--- config.mk ---
export PLATFORM = sky130hd
export DESIGN_NAME = lmts_text_store
export DESIGN_NICKNAME = d
export VERILOG_FILES = /design/src/hw/rtl/lmts_pkg.sv /design/src/hw/rtl/lmts_text_store.sv
export SDC_FILE = /design/constraint.sdc
export NUM_CORES = 1
export LEC_CHECK = 0
export BUFFER_PORTS_ARGS = -buffer_cell sky130_fd_sc_hd__buf_2
export CAP_MARGIN = 20
export CORE_ASPECT_RATIO = 0.75
export CORE_MARGIN = 5
export CORE_UTILIZATION = 30
export CTS_BUF_LIST = sky130_fd_sc_hd__clkbuf_4 sky130_fd_sc_hd__clkbuf_8
export CTS_CLUSTER_SIZE = 30
export DETAILED_ROUTE_END_ITERATION = 8
export PLACE_DENSITY = 0.52
export SKIP_LAST_GASP = 1
export SYNTH_ARGS = -nofsm -noshare
export SYNTH_HDL_FRONTEND = slang
export SYNTH_SLANG_ARGS = --single-unit
--- constraint.sdc ---
create_clock -name clk -period 3.86 [get_ports clk]
set_input_delay 0.772 -clock clk [delete_from_list [all_inputs] [get_ports clk]]
set_output_delay 0.772 -clock clk [all_outputs]
set_load 0.01 [all_outputs]
--- src/hw/rtl/lmts_pkg.sv ---
// Shared widths, command and register codes, and the job types of the text scroller.
package lmts_pkg;

    localparam int MAX_TEXT_DEF = 64;

    localparam int CMD_W      = 2;
    localparam int POS_W      = 6;
    localparam int CHAR_W     = 8;
    localparam int ROW_W      = 3;
    localparam int BYTE_W     = 8;
    localparam int GLYPH_AW   = CHAR_W + ROW_W;
    localparam int DIR_W      = 3;
    localparam int LEN_W      = 7;
    localparam int SHIFT_W    = 4;
    localparam int CFG_IDX_W  = 2;
    localparam int CFG_DATA_W = 7;

    localparam logic [CMD_W-1:0] CMD_TICK       = 2'd0;
    localparam logic [CMD_W-1:0] CMD_RESTART    = 2'd1;
    localparam logic [CMD_W-1:0] CMD_LOAD_TEXT  = 2'd2;
    localparam logic [CMD_W-1:0] CMD_LOAD_GLYPH = 2'd3;

    localparam logic [DIR_W-1:0] DIR_UP    = 3'd1;
    localparam logic [DIR_W-1:0] DIR_DOWN  = 3'd2;
    localparam logic [DIR_W-1:0] DIR_LEFT  = 3'd3;
    localparam logic [DIR_W-1:0] DIR_RIGHT = 3'd4;

    localparam logic [CFG_IDX_W-1:0] REG_DIRECTION    = 2'd0;
    localparam logic [CFG_IDX_W-1:0] REG_CYCLE_ROTATE = 2'd1;
    localparam logic [CFG_IDX_W-1:0] REG_TEXT_LENGTH  = 2'd2;

    localparam logic [ROW_W-1:0] LAST_ROW = 3'd7;

    typedef enum logic [1:0] {
        MODE_UP,
        MODE_DOWN,
        MODE_LEFT,
        MODE_RIGHT
    } mode_t;

    typedef struct packed {
        mode_t              mode;
        logic [SHIFT_W-1:0] shift;
        logic               finished;
    } job_t;

    typedef struct packed {
        logic load;
        job_t job;
    } job_req_t;

    typedef struct packed {
        logic free;
        logic job_active;
    } pipe_stat_t;

endpackage

--- src/hw/rtl/lmts_text_store.sv ---
// Text memory: one write port and two registered read ports.
module lmts_text_store import lmts_pkg::*; #(
    parameter int MAX_TEXT = MAX_TEXT_DEF,
    localparam int TW = (MAX_TEXT > 1) ? $clog2(MAX_TEXT) : 1
) (
    input  logic              clk,
    input  logic              we,
    input  logic [TW-1:0]     waddr,
    input  logic [CHAR_W-1:0] wdata,
    input  logic              re,
    input  logic [TW-1:0]     raddr_a,
    input  logic [TW-1:0]     raddr_b,
    output logic [CHAR_W-1:0] rdata_a,
    output logic [CHAR_W-1:0] rdata_b
);

    logic [CHAR_W-1:0] mem [MAX_TEXT];

    always_ff @(posedge clk)
    begin
        if (we)
        begin
            mem[waddr] <= wdata;
        end
        if (re)
        begin
            rdata_a <= mem[raddr_a];
            rdata_b <= mem[raddr_b];
        end
    end

endmodule

Word-level counts from Yosys, hierarchy flattened
Memory sizes are Yosys's and may differ from the RTL's. A register that Yosys moved wholly into a read port is not among the register bits.
Cells that the tools add are included.
Storage, ports and cells
  logic and storage cells: 3
  input bits: 29
  memories: 1
  memory bits (writable): 512
  register bits after elaboration: 0
  output and inout port bits: 16
Operators by class
  mux-type cells: 2
Memories
  mem: words 64, width 8, rd ports 2, clocked after Yosys merged registers in 2, wr ports 1, RTL line lmts_text_store.sv:17  | logic [CHAR_W-1:0] mem [MAX_TEXT];
Operators with widths (number)
  1-bit 2-to-1 mux: 2

Logic depth before layout (Yosys ltp)
Gate-level depths: netlist of the first run.
  depth after elaboration: 2
  gate-level depth with buffers: 9
  depth with buffers taken out: 5

Worst setup path after synthesis of the first run
OpenSTA, ideal clock, no wires.
  path kind: input -> register
  start: input raddr_b[0]
  end: register rdata_b[4], read port of mem (data pin)
  slack: 1.137 ns
  buffers on the path: 3
  data arrival time: 2.469 ns
  data required time: 3.607 ns
  cell stages on the path: 8
  cell sequence: buf_2 > buf_2 > buf_4 > mux4_2 > a221oi_1 > o21ai_0 > nand3_1 > nand2_1
RTL lines
  start, declared: RTL line lmts_text_store.sv:12  | input logic [TW-1:0] raddr_b,
  end, declared: RTL line lmts_text_store.sv:14  | output logic [CHAR_W-1:0] rdata_b

==> impl_metrics.toml, run 1 <==
[yosys]
ys.flop_type = "edfxtp_1"
synth_area_leader_cell = "edfxtp_1"
synth-edff-count = 528
synth_compound_area_frac = 0.02791
async_flop_share = 0
yosysTopAreaCellShare = 0.6489
synth_top_family_by_area = "multiplexers"
ys_ff_latch = 528
synthAdderAreaFrac = 0
syn_area_sq_mm = 0.02443
synth_area_leaders = "edfxtp_1 65%, mux4_2 25%, mux2i_1 2.7%"
synth.avg_cell_area_sq_um = 20.18
synth-simple-area-share = 0.02668
syn_nets = 1240
synth_mux_area_frac = 0.2768
synth_xor_area_frac = 0
ys_types = 37
ys_warn_count = 0
syn_inst = 1211
ys_seq_area_frac = 0.6489

[layout]
design_area_sq_mm = 0.02822
nets = 1393
area_growth_pct = 15.48
drive_above_1_share = 0.3953

[sta]
tightestPinTransition_ns = 1.073
hold_viol = 0
fin_crit_sh = 0.7117
setup_viol = 0
skew_ns = 0.04275
max_slew_margin = 0.2848
rsz0062_at_grt = "false"
fin_tns_setup_ns = 0
fmax_ghz = 0.3640
drv_slew = 0
min_period_ns = 2.747

[worst_setup_path]
crit_end = "rdata_b[0]"
critPathLaunch = "raddr_b[0]"
r2r-start = "mem[22][7]"
worstSetupPathType = "primary input to register"
r2r_setup_slack_ns = 1.45
ff2ff_path_depth = 6
reg2reg_to = "rdata_a[7]"
crit_fanout = 18
critPathLaunchType = "primary input"
cp_data_arrival_time_ns = 3.18
worst_ep_required_time_ns = 4.29
cp-end-kind = "register"

[grt]
grt_start_max_net_pins = 65
antenna_found_initial = 6
grt-ovfl-total = 0
grt_pass1_wl_um = 108800
grt_pass1_vias = 14079
grt_util_all_layers = 0.1750

[placement]
routabilityCongestion = 0.8558
dp_hpwl_um = 52590
placed_area_sq_mm = 0.02652
io_buffers = 44

[floorplanning]
die_w_um = 339.5
die-area_sq_mm = 0.08732
start_util = 0.3031
core_area_sq_mm = 0.08063
rows = 90
top_level_ports = 45
fp.dieH_um = 257.2

[drt]
wire_per_inst_um = 31.01
route.vias.total = 13722
antenna_left = 0
drt-initial-drc-count = 1695
drc = 0
drt-total-wl_um = 77260
firstDrtPassIters = 8
via_per_inst = 5.509

[clock_network]
cts_resized = 0
cts_buffers = 85
ctsRootBufferMaster = "clkbuf_8"
cts_sinks = 528
clkLatencyLatePin_ns = 0.69
hold_buffers = 0
cts_setup_buffers = 0
h-tree-depth = 3
tritoncts = "built"
cts_buffer_depth = 3
clkSlewWorstSetupHoldPaths_ns = 0.06

[pwr]
ir_drop_v = 0.0002686
leakagePower_uw = 0.008977
powerDensity_mw_per_mm2 = 437.3

[run_status]
status = "complete, no violations"

[min_path]
hp-class = "primary input to register"

[run]
cap_violations = 0
==> power by group <==
group          internal (uW)  total [uW]  switching, uW
combinational            439        1110            675
sequential              6370        6420           44.5
clock                   2540        4810           2270
==> cell type report <==
class / instances / area, sq um
fillers: 7557 / 52410
flip-flops and latches: 528 / 15860
multi-input cells: 587 / 8098
clock buffers: 116 / 1428
well taps: 1058 / 1324
repair buffers: 159 / 1269
clock inverters: 39 / 231.5
inverters: 3 / 11.26
diodes: 1 / 2.502
==> cells in the mapped netlist, types with 2 or more instances <==
cell type  number
a2111oi_0       2
a211oi_1        2
a21oi_1        10
a221o_1         5
a221oi_1        7
a22oi_1        14
and2_1          3
buf_1          11
buf_2          31
buf_4          12
buf_6           5
clkbuf_1       34
edfxtp_1      528
inv_1           2
mux2_2          2
mux2i_1        66
mux4_2        270
nand2_1        28
nand2b_1        6
nand3_1        20
nand3b_1        2
nand4_1         3
nor2_1         75
nor2b_1         8
nor3_1          2
o211ai_1        3
o21ai_0        17
o21ai_1         7
o221ai_1        5
o22ai_1        20
o31a_1          5
==> how the worst min path moves through the flow <==
stage / start / end / slack, ns / cells after the start
finish: wdata[3] / mem[14][3] / 0.50 / 1
global route: wdata[3] / mem[15][3] / 0.45 / 1
CTS: wdata[1] / mem[53][1] / 0.54 / 1
detailed placement: mem[9][6] / rdata_a[6] / 0.97 / 5
global placement: mem[11][6] / rdata_a[6] / 0.98 / 5
floorplan: mem[26][0] / rdata_b[0] / 0.84 / 5
==> registers in the layout, indices dropped and copies added, names as in the netlist <==
register  count
mem         512
rdata_b       8
rdata_a       8
==> metal layers <==
metal | GRT usage | vias to the layer above | share of wire
li1 | - | 5562 | -
met1 | 0.2646 | 7374 | 0.45
met2 | 0.2418 | 669 | 0.41
met3 | 0.06003 | 117 | 0.11
met4 | 0.04165 | 0 | 0.022
met5 | 0 | - | 0
==> critical path, stage by stage <==
cell and delay (ns):
clkbuf_8 0.27, buf_4 0.35, mux4_2 0.57, a221oi_1 0.58, o21ai_0 0.29, nand3_1 0.22, nand2_1 0.08
==> per-stage QoR <==
stage	instances	power, uW	hold slack [ns]	setup slack [ns]	util
3_3_place_gp	2333	7636	0.9809	0.4554	0.3289
3_5_place_dp	2333	7641	0.9707	0.4747	0.3289
4_1_cts	2488	12440	0.5366	1.216	0.3495
6_report	2491	12340	0.5010	1.113	0.3500
5_1_grt	2490	12790	0.4511	1.116	0.3500
2_1_floorplan	1211	7133	0.8403	1.137	-
==> cells by family after synthesis <==
kind of cell,count (synthesis)
multiplexers,338
AND/OR/NAND/NOR,149
flip-flops,528
AO/OA/AOI/OAI,100
buffers and inverters,96
==> layout by cell type, fill, tap and decap left out, types with 8 or more instances in the layout <==
| master | n |
|---|---|
| edfxtp_1 | 528 |
| mux4_2 | 270 |
| buf_4 | 105 |
| clkbuf_8 | 91 |
| nor2_1 | 75 |
| mux2i_1 | 66 |
| buf_2 | 38 |
| nand2_1 | 28 |
| clkbuf_4 | 27 |
| clkinv_1 | 21 |
| o22ai_1 | 20 |
| nand3_1 | 20 |
| o21ai_0 | 17 |
| a22oi_1 | 14 |
| clkinv_2 | 12 |
| buf_12 | 12 |
| a21oi_1 | 10 |
| nor2b_1 | 8 |
Note: power is estimated with default switching activity, not from simulation.
==> inputs of run 2 (changes only) <==
- PLACE_DENSITY: 0.52 -> 0.54
- clock period: 3.86 -> 2.4 ns (I/O delays scaled with it)
==> impl_metrics.toml, run 2 (synthesis results as in run 1) <==
[run_status]
status = "complete, no violations"

[clock_network]
clkLatencyLatePin_ns = 0.68
ctsRootBufferMaster = "clkbuf_8"
clkSlewWorstSetupHoldPaths_ns = 0.06
tritoncts = "built"
cts_buffers = 81
cts_sinks = 528
cts_buffer_depth = 3
hold_buffers = 0
cts_setup_buffers = 0
h-tree-depth = 3
cts_resized = 0

[sta]
fin_ws_ns = 0.2612
fin_crit_sh = 0.8912
max_slew_margin = 0.4459
fin_tns_setup_ns = 0
whs_ns = 0.2569
skew_ns = 0.02704
hold_viol = 0
rsz0062_at_grt = "false"
setup_viol = 0
drv_slew = 0
tightestPinTransition_ns = 0.8311
min_period_ns = 2.139
fmax_ghz = 0.4675

[grt]
grt_util_all_layers = 0.1770
grt_pass1_vias = 14838
grt_pass1_wl_um = 110000
grt_start_max_net_pins = 65
grt-ovfl-total = 0
antenna_found_initial = 8

[floorplanning]
top_level_ports = 45
rows = 90
core_area_sq_mm = 0.08063
fp.dieH_um = 257.2
die-area_sq_mm = 0.08732
die_w_um = 339.5
start_util = 0.3031

[layout]
drive_above_1_share = 0.4421
layout_commonest_cell = "edfxtp_1"
final_cell_mix = "528 x edfxtp_1, 270 x mux4_2, 221 x buf_4"
nets = 1525
top_register = "mem"
stdcell_count = 2616
largest_register_ffs = 512
nFillCells = 7488
reg.largest.list = "mem x512, rdata_a x8, rdata_b x8"
area_growth_pct = 20.01

[placement]
dp_slack_ns = -0.2378
io_buffers = 44
dp_hpwl_um = 54180
routabilityCongestion = 0.8700
placedCellCount = 2471

[run]
cap_violations = 0

[worst_setup_path]
cp_data_arrival_time_ns = 2.56
cp-end-kind = "register"
r2r-start = "mem[7][7]"
crit_fanout = 2
ff2ff_path_depth = 5
reg2reg_to = "rdata_a[7]"
worstSetupPathType = "register to register"
r2r_setup_slack_ns = 0.26
worst_ep_required_time_ns = 2.82
critPathLaunchType = "register"

[drt]
via_per_inst = 5.432
antenna_left = 0
drt-initial-drc-count = 1401
wire_per_inst_um = 29.73
drc = 0
route.vias.total = 14209
firstDrtPassIters = 5
drt-total-wl_um = 77780

[min_path]
hp-class = "primary input to register"
hold_path_depth = 1
hp-start = "wdata[2]"
hold-path-endpoint = "mem[43][2]"

[pwr]
ir_drop_v = 0.0004487
powerDensity_mw_per_mm2 = 664.0
leakagePower_uw = 0.009639
power_uw = 19470
run 2: changes by cell type in the layout (fill, tap and decap cells not counted), moves of 3 or more:
cell / before / now
clkbuf_8: 91 / 87
buf_12: 12 / 32
diode_2: 1 / 4
clkinv_2: 12 / 9
buf_4: 105 / 221
clkbuf_4: 27 / 23
run 2: where the power goes:
part           switching (uW)  total [uW]  internal, uW
Combinational            1110        2010           896
Sequential               63.1       10300         10200
Clock                    3540        7160          3620
run 2: routing by layer:
layer / part of all wire / global-route usage
met5: 0.00035 / 0
met4: 0.017 / 0.04026
met3: 0.13 / 0.08009
met2: 0.42 / 0.2473
met1: 0.44 / 0.2535
run 2: area by class of cell:
cell class,count,area (sq um),share of cell area
timing repair buffer,295,2540,0.08662
sequential,528,15860,0.5407
clock buffer,108,1343,0.04578
inverter,3,11.26,0.0003840
multi-input combinational,587,8098,0.2762
clock inverter,33,142.6,0.004864
antenna,4,10.01,0.0003414
tap,1058,1324,0.04514
run 2: critical path, cell delays in order (launching register included):
cell	delay, ns
edfxtp_1	0.41
mux4_2	0.52
mux4_2	0.47
nor2_1	0.11
a2111oi_0	0.09
a311o_1	0.29
run 2: per-stage QoR:
step	instance area, sq um	utilization
global placement	27830	0.3451
finish	29320	0.3637
CTS	29310	0.3636
global route	29310	0.3636
detailed placement	27830	0.3451
floorplan	24440	-
run 2: worst max-delay path by stage:
stage / from / endpoint / depth (start not counted)
after floorplan: raddr_b[1] / rdata_b[7] / 6
after global placement: raddr_b[1] / rdata_b[6] / 8
after detailed placement: raddr_a[0] / rdata_a[2] / 6
after CTS: mem[15][7] / rdata_a[7] / 5
after global routing: mem[15][7] / rdata_a[7] / 5
final: mem[7][7] / rdata_a[7] / 5
