<file path="config.mk">
export PLATFORM = sky130hd
export DESIGN_NAME = lmts_row_pipe_flat
export DESIGN_NICKNAME = d
export VERILOG_FILES = /design/src/hw/rtl/lmts_pkg.sv /design/src/hw/rtl/lmts_out_if.sv /design/src/hw/rtl/lmts_row_pipe.sv /design/src/flat_wrapper.sv
export SDC_FILE = /design/constraint.sdc
export NUM_CORES = 1
export LEC_CHECK = 0
export BUFFER_PORTS_ARGS = -buffer_cell sky130_fd_sc_hd__buf_2
export CAP_MARGIN = 20
export CORE_ASPECT_RATIO = 0.5
export CORE_MARGIN = 5
export CORE_UTILIZATION = 47
export CTS_BUF_LIST = sky130_fd_sc_hd__clkbuf_16
export DETAILED_ROUTE_END_ITERATION = 8
export PLACE_DENSITY = 0.79
export SLEW_MARGIN = 20
export SYNTH_ARGS = -nofsm -noshare
export SYNTH_HDL_FRONTEND = slang
export SYNTH_SLANG_ARGS = --single-unit
</file>
<file path="constraint.sdc">
create_clock -name clk -period 3.2 [get_ports clk]
set_input_delay 0.16 -clock clk [delete_from_list [all_inputs] [get_ports clk]]
set_output_delay 0.16 -clock clk [all_outputs]
set_load 0.02 [all_outputs]
</file>
<file path="src/hw/rtl/lmts_pkg.sv">
// Shared widths, command and register codes, and the job types of the text scroller.
package lmts_pkg;

    localparam int MAX_TEXT_DEF = 64;

    localparam int CMD_W      = 2;
    localparam int POS_W      = 6;
    localparam int CHAR_W     = 8;
    localparam int ROW_W      = 3;
    localparam int BYTE_W     = 8;
    localparam int GLYPH_AW   = CHAR_W + ROW_W;
    localparam int DIR_W      = 3;
    localparam int LEN_W      = 7;
    localparam int SHIFT_W    = 4;
    localparam int CFG_IDX_W  = 2;
    localparam int CFG_DATA_W = 7;

    localparam logic [CMD_W-1:0] CMD_TICK       = 2'd0;
    localparam logic [CMD_W-1:0] CMD_RESTART    = 2'd1;
    localparam logic [CMD_W-1:0] CMD_LOAD_TEXT  = 2'd2;
    localparam logic [CMD_W-1:0] CMD_LOAD_GLYPH = 2'd3;

    localparam logic [DIR_W-1:0] DIR_UP    = 3'd1;
    localparam logic [DIR_W-1:0] DIR_DOWN  = 3'd2;
    localparam logic [DIR_W-1:0] DIR_LEFT  = 3'd3;
    localparam logic [DIR_W-1:0] DIR_RIGHT = 3'd4;

    localparam logic [CFG_IDX_W-1:0] REG_DIRECTION    = 2'd0;
    localparam logic [CFG_IDX_W-1:0] REG_CYCLE_ROTATE = 2'd1;
    localparam logic [CFG_IDX_W-1:0] REG_TEXT_LENGTH  = 2'd2;

    localparam logic [ROW_W-1:0] LAST_ROW = 3'd7;

    typedef enum logic [1:0] {
        MODE_UP,
        MODE_DOWN,
        MODE_LEFT,
        MODE_RIGHT
    } mode_t;

    typedef struct packed {
        mode_t              mode;
        logic [SHIFT_W-1:0] shift;
        logic               finished;
    } job_t;

    typedef struct packed {
        logic load;
        job_t job;
    } job_req_t;

    typedef struct packed {
        logic free;
        logic job_active;
    } pipe_stat_t;

endpackage

</file>
<file path="src/hw/rtl/lmts_out_if.sv">
// Result channel that carries the frame rows out of the scroller.
interface lmts_out_if import lmts_pkg::*; ();
    logic              valid;
    logic              ready;
    logic [ROW_W-1:0]  row_index;
    logic [BYTE_W-1:0] row_bits;
    logic              last;
    logic              finished;

    modport source (output valid, row_index, row_bits, last, finished, input ready);
    modport sink (input valid, row_index, row_bits, last, finished, output ready);
endinterface

</file>
<file path="src/hw/rtl/lmts_row_pipe.sv">
// Row sequencer: glyph reads, shift and merge of two glyphs, output register.
module lmts_row_pipe import lmts_pkg::*; (
    input  logic                clk,
    input  logic                rst_n,
    input  job_req_t            job_req,
    output pipe_stat_t          stat,
    input  logic [CHAR_W-1:0]   c1,
    input  logic [CHAR_W-1:0]   c2,
    output logic                glyph_re,
    output logic [GLYPH_AW-1:0] glyph_raddr_a,
    output logic [GLYPH_AW-1:0] glyph_raddr_b,
    input  logic [BYTE_W-1:0]   glyph_rdata_a,
    input  logic [BYTE_W-1:0]   glyph_rdata_b,
    lmts_out_if.source          row
);

    logic               job_vld_reg;
    logic               job_vld_next;
    job_t               job_reg;
    logic [ROW_W-1:0]   row_reg;
    logic [ROW_W-1:0]   row_next;
    logic               g_vld_reg;
    logic               g_vld_next;
    mode_t              g_mode_reg;
    logic [SHIFT_W-1:0] g_shift_reg;
    logic [ROW_W-1:0]   g_row_reg;
    logic               g_fin_reg;
    logic               out_vld_reg;
    logic               out_vld_next;
    logic [ROW_W-1:0]   out_row_reg;
    logic [BYTE_W-1:0]  out_bits_reg;
    logic               out_fin_reg;

    logic                out_load;
    logic                g_free;
    logic                issue;
    logic                last_issue;
    logic [SHIFT_W-1:0]  r_ext;
    logic [SHIFT_W-1:0]  up_row;
    logic [SHIFT_W-1:0]  down_row;
    logic [CHAR_W-1:0]   a_code;
    logic [ROW_W-1:0]    a_row;
    logic [2*BYTE_W-1:0] left_word;
    logic [2*BYTE_W-1:0] right_word;
    logic [BYTE_W-1:0]   bits;

    always_comb
    begin
        out_load   = g_vld_reg && (!out_vld_reg || row.ready);
        g_free     = !g_vld_reg || out_load;
        issue      = job_vld_reg && g_free;
        last_issue = issue && (row_reg == LAST_ROW);

        stat.free       = !job_vld_reg || last_issue;
        stat.job_active = job_vld_reg;

        job_vld_next = job_vld_reg;
        if (job_req.load)
        begin
            job_vld_next = 1'b1;
        end
        else if (last_issue)
        begin
            job_vld_next = 1'b0;
        end

        row_next = row_reg;
        if (job_req.load)
        begin
            row_next = '0;
        end
        else if (issue)
        begin
            row_next = row_reg + ROW_W'(1);
        end

        g_vld_next = g_vld_reg;
        if (issue)
        begin
            g_vld_next = 1'b1;
        end
        else if (out_load)
        begin
            g_vld_next = 1'b0;
        end

        out_vld_next = out_vld_reg;
        if (out_load)
        begin
            out_vld_next = 1'b1;
        end
        else if (row.ready)
        begin
            out_vld_next = 1'b0;
        end
    end

    // Vertical modes pick one glyph row; horizontal modes read the same row of both glyphs.
    always_comb
    begin
        r_ext    = {1'b0, row_reg};
        up_row   = r_ext + job_reg.shift;
        down_row = r_ext - job_reg.shift;
        case (job_reg.mode)
            MODE_UP:
            begin
                a_code = up_row[ROW_W] ? c2 : c1;
                a_row  = up_row[ROW_W-1:0];
            end
            MODE_DOWN:
            begin
                a_code = (r_ext >= job_reg.shift) ? c1 : c2;
                a_row  = down_row[ROW_W-1:0];
            end
            default:
            begin
                a_code = c1;
                a_row  = row_reg;
            end
        endcase
    end

    assign glyph_re      = issue;
    assign glyph_raddr_a = {a_code, a_row};
    assign glyph_raddr_b = {c2, row_reg};

    always_comb
    begin
        left_word  = {glyph_rdata_b, glyph_rdata_a} >> g_shift_reg;
        right_word = {glyph_rdata_a, glyph_rdata_b} << g_shift_reg;
        case (g_mode_reg)
            MODE_LEFT:  bits = left_word[BYTE_W-1:0];
            MODE_RIGHT: bits = right_word[2*BYTE_W-1:BYTE_W];
            default:    bits = glyph_rdata_a;
        endcase
    end

    always_ff @(posedge clk or negedge rst_n)
    begin
        if (!rst_n)
        begin
            job_vld_reg <= 1'b0;
            row_reg     <= '0;
            g_vld_reg   <= 1'b0;
            out_vld_reg <= 1'b0;
        end
        else
        begin
            job_vld_reg <= job_vld_next;
            row_reg     <= row_next;
            g_vld_reg   <= g_vld_next;
            out_vld_reg <= out_vld_next;
        end
    end

    always_ff @(posedge clk)
    begin
        if (job_req.load)
        begin
            job_reg <= job_req.job;
        end
        if (issue)
        begin
            g_mode_reg  <= job_reg.mode;
            g_shift_reg <= job_reg.shift;
            g_row_reg   <= row_reg;
            g_fin_reg   <= job_reg.finished;
        end
        if (out_load)
        begin
            out_row_reg  <= g_row_reg;
            out_bits_reg <= bits;
            out_fin_reg  <= g_fin_reg;
        end
    end

    assign row.valid     = out_vld_reg;
    assign row.row_index = out_row_reg;
    assign row.row_bits  = out_bits_reg;
    assign row.last      = (out_row_reg == LAST_ROW);
    assign row.finished  = out_fin_reg;

endmodule
</file>
<file path="src/flat_wrapper.sv">
// flat-port wrapper written by rule: the top's interface ports become plain ports
module lmts_row_pipe_flat import lmts_pkg::*;
  (clk, rst_n, job_req, stat, c1, c2, glyph_re, glyph_raddr_a, glyph_raddr_b, glyph_rdata_a, glyph_rdata_b, row_valid, row_row_index, row_row_bits, row_last, row_finished, row_ready);
  lmts_out_if row_i ();
  input  logic clk;
  input  logic rst_n;
  input  job_req_t job_req;
  output pipe_stat_t stat;
  input  logic [CHAR_W-1:0] c1;
  input  logic [CHAR_W-1:0] c2;
  output logic glyph_re;
  output logic [GLYPH_AW-1:0] glyph_raddr_a;
  output logic [GLYPH_AW-1:0] glyph_raddr_b;
  input  logic [BYTE_W-1:0] glyph_rdata_a;
  input  logic [BYTE_W-1:0] glyph_rdata_b;
  output wire logic [$bits(row_i.valid)-1:0] row_valid;
  output wire logic [$bits(row_i.row_index)-1:0] row_row_index;
  output wire logic [$bits(row_i.row_bits)-1:0] row_row_bits;
  output wire logic [$bits(row_i.last)-1:0] row_last;
  output wire logic [$bits(row_i.finished)-1:0] row_finished;
  input wire logic [$bits(row_i.ready)-1:0] row_ready;
  assign row_valid = row_i.valid;
  assign row_row_index = row_i.row_index;
  assign row_row_bits = row_i.row_bits;
  assign row_last = row_i.last;
  assign row_finished = row_i.finished;
  assign row_i.ready = row_ready;
  lmts_row_pipe u_core (.clk(clk), .rst_n(rst_n), .job_req(job_req), .stat(stat), .c1(c1), .c2(c2), .glyph_re(glyph_re), .glyph_raddr_a(glyph_raddr_a), .glyph_raddr_b(glyph_raddr_b), .glyph_rdata_a(glyph_rdata_a), .glyph_rdata_b(glyph_rdata_b), .row(row_i));
endmodule
</file>
-- After elaboration in Yosys (flattened, before gate mapping)
Index checks and enable logic that the tools add are counted.
- input bits: 43
- output and inout bits: 39
- bits in registers: 35
- word-level logic and storage cells: 52
- magnitude comparators: 1
- multiplexer cells: 13
- add/subtract/negate cells: 3
- shifts and indexed selects: 2
- equal/unequal tests: 5
- reduce and logical (&&, ||, !) cells: 14
- operators with widths (operator ; number):
    case mux 8 bit (2 select lines) ; 2
    two-way mux 8 bit ; 2
    << shifter 16 x 4 -> 16 bit ; 1
    >> shifter 16 x 4 -> 8 bit ; 1
    nonzero test 2 bit ; 4
    == test 3 bit (second input constant) ; 2
    two-way mux 1 bit ; 6
    two-way mux 3 bit ; 2
    case mux 3 bit (2 select lines) ; 1
    adder 3 x 4 -> 4 bit ; 1
    == test 2 bit (second input constant) ; 2
    >= comparator 3 x 4 -> 1 bit ; 1
    adder 3 x 1 -> 3 bit (second input constant) ; 1
    logical AND 1 bit ; 3
    logical NOT 1 bit ; 3
    logical OR 1 bit ; 3
    subtractor 3 bit ; 1
    == test 2 x 1 -> 1 bit (second input constant) ; 1
    logical NOT 2 bit ; 1

-- Logic depth before layout (Yosys ltp)
Gate-level depths: netlist of the first run.
- depth after elaboration: 8
- gate-level depth with buffers: 9
- gate-level depth less buffers: 9

-- Least setup slack after synthesis of the first run
OpenSTA, ideal clock, no wires.
- kind: register to output
- start point: reg u_core.row_reg[0]
- end point: out glyph_raddr_a[10]
- cell stages (with the launch flop): 10
- buffers on the path: 0
- data required time: 3.040 ns
- path slack: 0.906 ns
- arrival: 2.134 ns
- path through: dfrtp_1 > inv_1 > ha_1 > inv_1 > fa_1 > a21o_1 > a21o_1 > a211o_1 > o311ai_0 > nand2_1
- cells in the longest elaborated chain, start to end: 3
- elaborated cells between the ends (all ways): 5
- those cells by class: add/sub: 1; order compare: 1; mux: 3
- RTL lines (what ; line ; source):
    start, declared ; lmts_row_pipe.sv:20 ; logic [ROW_W-1:0] row_reg;
    start signal, assigned ; lmts_row_pipe.sv:150 ; row_reg <= row_next;
    adder 3 x 4 -> 4 bit or >= comparator 3 x 4 -> 1 bit (tied branches) ; lmts_row_pipe.sv:102, lmts_row_pipe.sv:112 ;
    two-way mux 8 bit (on tied branches) ; lmts_row_pipe.sv:107, lmts_row_pipe.sv:112 ;
    case mux 8 bit (2 select lines) * ; lmts_row_pipe.sv:104 ; case (job_reg.mode)
    end, declared ; flat_wrapper.sv:12 ; output logic [GLYPH_AW-1:0] glyph_raddr_a;
Mark *: on every way between the ends. The rest lies on a longest branch, timed or not.

-- Worst setup path after layout of the first run
- start point: reg u_core.row_reg[0]
- end point: out glyph_raddr_a[3]
The elaborated chain is that of the path after synthesis.

==> summary.txt, run 1 <==
Timing
  • RSZ-0062 raised after global routing: no
  • Final hold violation count: 0
  • Total negative slack: 0 ns
  • Fin. max-slew vios: 0
  • Period Utilization, post-route: 87.49%
  • Worst-Margin Slew: 0.6599 ns
  • Crit path time final: 2.800 ns
  • Final Skew: 0.005455 ns
  • Max_slew headroom: 55.67%
  • Fmax: 357.2 MHz
  • Setup violators final: 0

Clocking
  • Max H-tree Level: 2
  • Clock buffers created by TritonCTS: 5
  • TritonCTS clock tree: yes
  • Clock-pin slew on the worst setup and hold paths: 0.06 ns
  • Clk_lat worst skew: 0.28 ns
  • Clock buffer depth: 2
  • CTS Root Cell: clkbuf_16
  • Post-cts resize count: 0
  • Clk sink count: 35

Synth
  • Fraction of registers with async set/reset: 17.14%
  • Top_reg_cell synth: edfxtp_1
  • Synth unique cells: 47
  • Cell area after synthesis: 2973 um2
  • Syn Inst Count: 267
  • Yosys top cell area share: 29.29%
  • Mean Syn Cell Area: 11.13 um2
  • Post-synth EDFFs: 29
  • Flops & latches, synth: 35
  • Post-synthesis sequential area ratio: 34.34%
  • Yosys warnings: 0
  • Top cells by area, synth: edfxtp_1 (29%), mux4_1 (8.8%), mux4_2 (8.3%)
  • Synthesized Nets: 320
  • Yosys top cell by area: edfxtp_1

Worst hold path
  • Hold-critical path depth: 1
  • Hold Crit Start: job_req[0]
  • Hold-critical path endpoint: u_core.job_reg[0]
  • HP Class: input port to register

Setup path
  • Reg-to-Reg End: u_core.row.row_bits[0]
  • Worst setup SP type: register
  • Largest driver fanout on the critical path: 8
  • CP required: 3.04 ns
  • Critical path data arrival time: 2.64 ns
  • Register-to-Register Path Depth: 6
  • Crit path kind: register to primary output
  • CP Capture Type: primary output
  • Worst R2R Setup Slack: 0.82 ns
  • FF-to-FF Start: u_core.g_shift_reg[1]

Power and ir drop
  • Comb pwr share: 29.7%
  • Max VDD drop: 0.2392 mV
  • Sw power: 0.0004653 W
  • LEAKAGE: 1.502 nW
  • Pint: 0.001010 W
  • Power Density: 419.1 nW/um2
  • Switching Fraction: 31.53%
  • Clk pwr share: 31.7%
  • Reg power frac: 38.6%

Detailed routing
  • Routed wl met3: 600 um
  • WL/cell: 18.24 um
  • DR WL met2: 3899 um
  • Drc violations: 0
  • Pre-antenna DRT Iters: 4
  • Final wirelength: 7714 um
  • DRT antenna net count: 0
  • Met1 wire length: 3113 um
  • Top sig layer: met4
  • Iter 0 DRT Violations: 202
  • Via count: 2,552
  • Vias per inst: 6.033

Final layout
  • Share of cells above drive strength 1: 33.43%
  • Antenna diodes: 0
  • Post-route design area: 3521 um2
  • Area Overhead vs Synth: 18.43%
  • Nets@finish: 387
  • Most common cell after layout, fill and taps aside: buf_2
  • Layout fillers: 524
  • Max reg flops: 8
  • Sequential cell area: 1021 um2
  • Multi-input gate area: 1738 um2
  • Most frequent cells in the layout: buf_2 (81), edfxtp_1 (29), nand2_1 (25), mux2i_1 (19), o311ai_0 (16)

Floorplanning
  • Chip width: 122.5 um
  • Initial Util: 48.69%
  • # IOs: 82
  • Row count: 20
  • Die Area: 8112 um2
  • Core Region: 6106 um2
  • Die Span Y: 66.24 um

GRT
  • GRT Total Usage: 20.03%
  • Grt ovf: 0
  • Largest net degree at the start of global routing: 25
  • First-pass GRT wire length: 12,720 um
  • Vias in the first global route: 2,518
  • Initial antenna violation count: 0

Placement
  • DP HPWL: 5721 um
  • Post-placement cell area: 3366 um2
  • IO Port Bufs: 81
  • Final Wtd Congestion: 0.9421

Flow run
  • Max cap viols: 0

Run status
  • Status: finished, final reports clean
==> metrics by stage <==
stage          instances   power, W  utilization [%]  hold slack [ns]  setup slack [ns]
6_report             423   0.001476            57.66          0.05455            0.4004
4_1_cts              423   0.001479            57.66          0.05191            0.4216
3_3_place_gp         414  0.0009986            55.12         -0.01096            0.9010
2_1_floorplan        267  0.0008763                -          -0.1356            0.9063
5_1_grt              423   0.001554            57.66          0.04682            0.2630
3_5_place_dp         414   0.001012            55.12        -0.002111            0.7180
==> cells in the mapped netlist, types with 2 or more instances <==
cell type	instances
ha_1	8
or2_2	2
nand3b_1	2
nor2_1	13
a311oi_1	2
nand3_1	2
nor2b_1	11
buf_6	4
mux2i_1	19
mux4_1	10
buf_4	10
dfrtp_1	6
edfxtp_1	29
mux2_2	5
nand2_1	25
a21o_1	2
nand2b_1	6
o211a_1	3
o221ai_1	4
a211oi_1	2
and3_1	2
o311ai_0	16
a21oi_1	10
and2_1	2
mux4_2	11
fa_1	2
o31ai_1	2
nor3_1	8
clkbuf_1	9
o21ai_0	11
inv_1	11
buf_2	3
==> power groups by stage <==
| stage | combinational (W) | sequential (W) | clock [W] |
|---|---|---|---|
| 5_1_grt | 0.000479 | 0.000576 | 0.000499 |
| 4_1_cts | 0.000438 | 0.000569 | 0.000472 |
| 6_report | 0.000439 | 0.000569 | 0.000467 |
| 3_5_place_dp | 0.000434 | 0.000578 | 0 |
| 3_3_place_gp | 0.000423 | 0.000575 | 0 |
| 2_1_floorplan | 0.000295 | 0.000581 | 0 |
==> kinds of logic (layout without fill, tap and decap cells) <==
kind of cell    after synthesis  in the layout  synth area share [%]
mux                          45             45                 25.46
fa+ha+maj                    10             10                 4.714
buf+inv                      38            106                 7.196
xor+xnor                      2              2                0.5893
simple gates                 75             75                 12.25
compound gates               62             62                 15.45
flops                        35             35                 34.34
==> worst max-delay path, stage by stage, from the launching register on <==
cell and delay (ns):
dfrtp_1 0.42, inv_1 0.13, ha_1 0.17, inv_1 0.05, fa_1 0.38, a21o_1 0.16
a21o_1 0.18, a211o_1 0.38, o311ai_0 0.16, nand2_1 0.14, buf_2 0.19
==> worst max path at each step <==
stage,start,endpoint,slack (ns),depth (start not counted)
final,u_core.row_reg[0],glyph_raddr_a[3],0.40,10
after global routing,u_core.row_reg[0],glyph_raddr_a[3],0.26,10
after CTS,u_core.row_reg[0],glyph_raddr_a[8],0.42,10
after detailed placement,u_core.row_reg[0],glyph_raddr_a[8],0.72,10
after global placement,u_core.row_reg[0],glyph_raddr_a[6],0.90,10
after floorplan,u_core.row_reg[0],glyph_raddr_a[10],0.91,9
==> timing repair <==
action | CTS | global route
buffers inserted | 0 | 0
endpoints found under the hold margin | 6 | 0
hold buffers | 1 | 0
==> final cells by class <==
cell class,count,area share (%)
flip-flops and latches,35,29.00
well taps,88,3.127
repair buffers,87,13.22
clock inverters,3,0.5686
multi-input cells,194,49.36
clock buffers,5,3.554
inverters,11,1.173
==> metal layers <==
metal  vias up  track usage [%]
met5         -                0
met2       126            34.86
met4         0            5.858
li1       1180                -
met1      1235            25.99
met3        11            3.162
Note: power is estimated with default switching activity, not from simulation.
==> run 2: changes to the inputs <==
- ABC_AREA: not set -> 1
==> summary.txt, run 2 <==
Synth
  • Top cells by area, synth: edfxtp_1 (28%), nand3_1 (18%), nand2_1 (16%)
  • Cell area after synthesis: 3062 um2
  • Mean Syn Cell Area: 7.170 um2
  • Fraction of registers with async set/reset: 17.14%
  • List of most frequent post-synthesis cells: nand2_1 (128), nand3_1 (113), inv_1 (33)
  • Yosys top cell area share: 28.44%
  • Yosys top cell by area: edfxtp_1
  • Synthesized Nets: 480
  • Flops & latches, synth: 35
  • Top_reg_cell synth: edfxtp_1
  • Synth unique cells: 30
  • Post-synthesis sequential area ratio: 33.35%
  • Most common cell in the netlist: nand2_1
  • Syn Inst Count: 427
  • Post-synth EDFFs: 29
  • Yosys warnings: 0

Placement
  • Post-placement cell area: 3383 um2
  • Placed insts: 574
  • IO Port Bufs: 81
  • Final Wtd Congestion: 0.8940
  • DP HPWL: 5939 um

Timing
  • Worst-Margin Slew: 0.6966 ns
  • Crit path time final: 2.504 ns
  • Fin. max-slew vios: 0
  • Final hold violation count: 0
  • Fmax: 399.3 MHz
  • Max_slew headroom: 53.56%
  • Period Utilization, post-route: 78.26%
  • Final Skew: 0.005395 ns
  • Setup violators final: 0
  • RSZ-0062 raised after global routing: no
  • Total negative slack: 0 ns

Final layout
  • Most common cell after layout, fill and taps aside: nand2_1
  • Max reg flops: 8
  • Post-route design area: 3556 um2
  • Share of cells above drive strength 1: 22.83%
  • Nets@finish: 547
  • Most frequent cells in the layout: nand2_1 (128), nand3_1 (113), buf_2 (81), inv_1 (33), edfxtp_1 (29)
  • Non-Filler Instances: 583
  • Layout fillers: 625
  • Multi-input gate area: 1682 um2
  • Antenna diodes: 0
  • Sequential cell area: 1021 um2
  • Area Overhead vs Synth: 16.14%

Setup path
  • Critical path data arrival time: 2.34 ns
  • CP Capture Type: primary output
  • Critical path, cell by cell: inv_1, ha_1, inv_1, fa_1, a21oi_1, nand2_1, nand3_1, nand2_1, a21oi_1, o21ai_1, buf_2
  • Crit path kind: register to primary output
  • Slowest-stage cell, CP: dfrtp_1
  • Largest driver fanout on the critical path: 8
  • Slowest Stage Delay on Critical Path: 0.44 ns
  • CP required: 3.04 ns
  • Worst setup SP type: register

GRT
  • Grt ovf: 0
  • First-pass GRT wire length: 12,210 um
  • Vias in the first global route: 2,707
  • GRT Total Usage: 19.02%
  • Initial antenna violation count: 0
  • Largest net degree at the start of global routing: 33

Detailed routing
  • Vias per inst: 5.244
  • Final wirelength: 7844 um
  • Iter 0 DRT Violations: 283
  • Drc violations: 0
  • DRT antenna net count: 0
  • Pre-antenna DRT Iters: 5
  • WL/cell: 13.45 um
  • Via count: 3,057

Floorplanning
  • Die Span Y: 67.07 um
  • Chip width: 124.1 um
  • Row count: 20
  • Die Area: 8326 um2
  • Core Region: 6206 um2
  • Initial Util: 49.33%
  • # IOs: 82

Clocking
  • Clock buffers created by TritonCTS: 5
  • Clock buffer depth: 2
  • Clk_lat worst skew: 0.28 ns
  • CTS Root Cell: clkbuf_16
  • Clock-pin slew on the worst setup and hold paths: 0.06 ns
  • Setup Fix Bufs, Post-CTS: 0
  • TritonCTS clock tree: yes
  • Clk sink count: 35
  • Max H-tree Level: 2

Flow run
  • Max cap viols: 0

Power and ir drop
  • Sw power: 0.0006871 W
  • Comb pwr share: 37.6%
  • LEAKAGE: 1.828 nW
  • Switching Fraction: 37.71%
  • Reg power frac: 34.0%
  • Power Density: 512.5 nW/um2
  • Pint: 0.001135 W
  • Max VDD drop: 0.2462 mV
  • Clk pwr share: 28.5%

Run status
  • Status: finished, final reports clean

Worst hold path
  • HP Class: input port to register
run 2: changes by cell type after synthesis, sizes merged, moves of 10 or more:
| cell | delta |
|---|---|
| nor2b | -11 |
| mux4 | -21 |
| mux2i | -19 |
| inv | +26 |
| o21ai | +10 |
| nand2 | +114 |
| a21oi | +11 |
| nand3 | +117 |
| o311ai | -16 |
run 2: layer usage:
metal	GRT usage [%]	routed length, um	vias to the layer above
met5	0	0	-
met4	3.820	61	0
met3	6.785	618	7
met2	32.26	3721	117
met1	23.49	3443	1369
li1	-	-	1564
run 2: kinds of logic after synthesis:
kind of cell | count (synthesis) | share of synthesized area [%]
DFF | 35 | 33.35
xor gates and xnor gates | 1 | 0.2861
AOI/OAI and AO/OA | 44 | 7.806
buffers and inverters | 62 | 11.73
adders and majority gates | 10 | 4.577
and+or+nand+nor | 275 | 42.26
run 2: power by group through the flow:
stage                     logic [W]  registers (W)  clock network [W]
after detailed placement   0.000676       0.000628                  0
after floorplan            0.000500       0.000648                  0
after CTS                  0.000682       0.000619           0.000527
after global placement     0.000671       0.000625                  0
final                      0.000685       0.000619           0.000519
after global routing       0.000759       0.000628           0.000553
run 2: worst paths after layout:
check                                       from                 endpoint  slack (ns)  cells after the start
setup reg to reg           u_core.g_shift_reg[2]   u_core.row.row_bits[5]        1.16                      7
hold / removal                        job_req[6]        u_core.job_reg[6]        0.05                      1
hold reg to reg              u_core.g_row_reg[1]  u_core.row.row_index[1]        0.42                      0
min in group asynchronous                  rst_n        u_core.row_reg[0]        0.24                      2
setup / recovery               u_core.row_reg[0]         glyph_raddr_a[4]        0.70                     11
max in group asynchronous                  rst_n         u_core.g_vld_reg        2.82                      2
run 2: metrics by stage:
step,util [%],worst slack (ns),hold WS [ns],total power (W)
floorplan,-,1.140,-0.1356,0.001148
global placement,54.52,1.075,-0.01205,0.001296
detailed placement,54.52,0.9933,-0.01126,0.001304
CTS,57.30,0.7034,0.04356,0.001828
global route,57.30,0.5076,0.03906,0.001941
finish,57.30,0.6958,0.04788,0.001822
run 2: area by class of cell:
| class | instances | area share, % |
|---|---|---|
| Sequential cell | 35 | 28.71 |
| Tap cell | 88 | 3.096 |
| Inverter | 38 | 4.222 |
| Multi-Input combinational cell | 330 | 47.29 |
| Timing Repair Buffer | 84 | 12.10 |
| Clock buffer | 6 | 4.222 |
| Clock inverter | 2 | 0.3519 |
run 2: worst max-delay path, delay by kind of cell, from the launching register on:
kind                       cells  cell delay (ns)
adders and majority gates      2             0.54
DFF                            1             0.44
AOI/OAI and AO/OA              3             0.40
and+or+nand+nor                3             0.36
buffers and inverters          3             0.31
run 2: repair_timing:
action,in CTS,in global routing
gates resized for setup,0,0
hold buffers,1,0
hold endpoints to repair,6,0
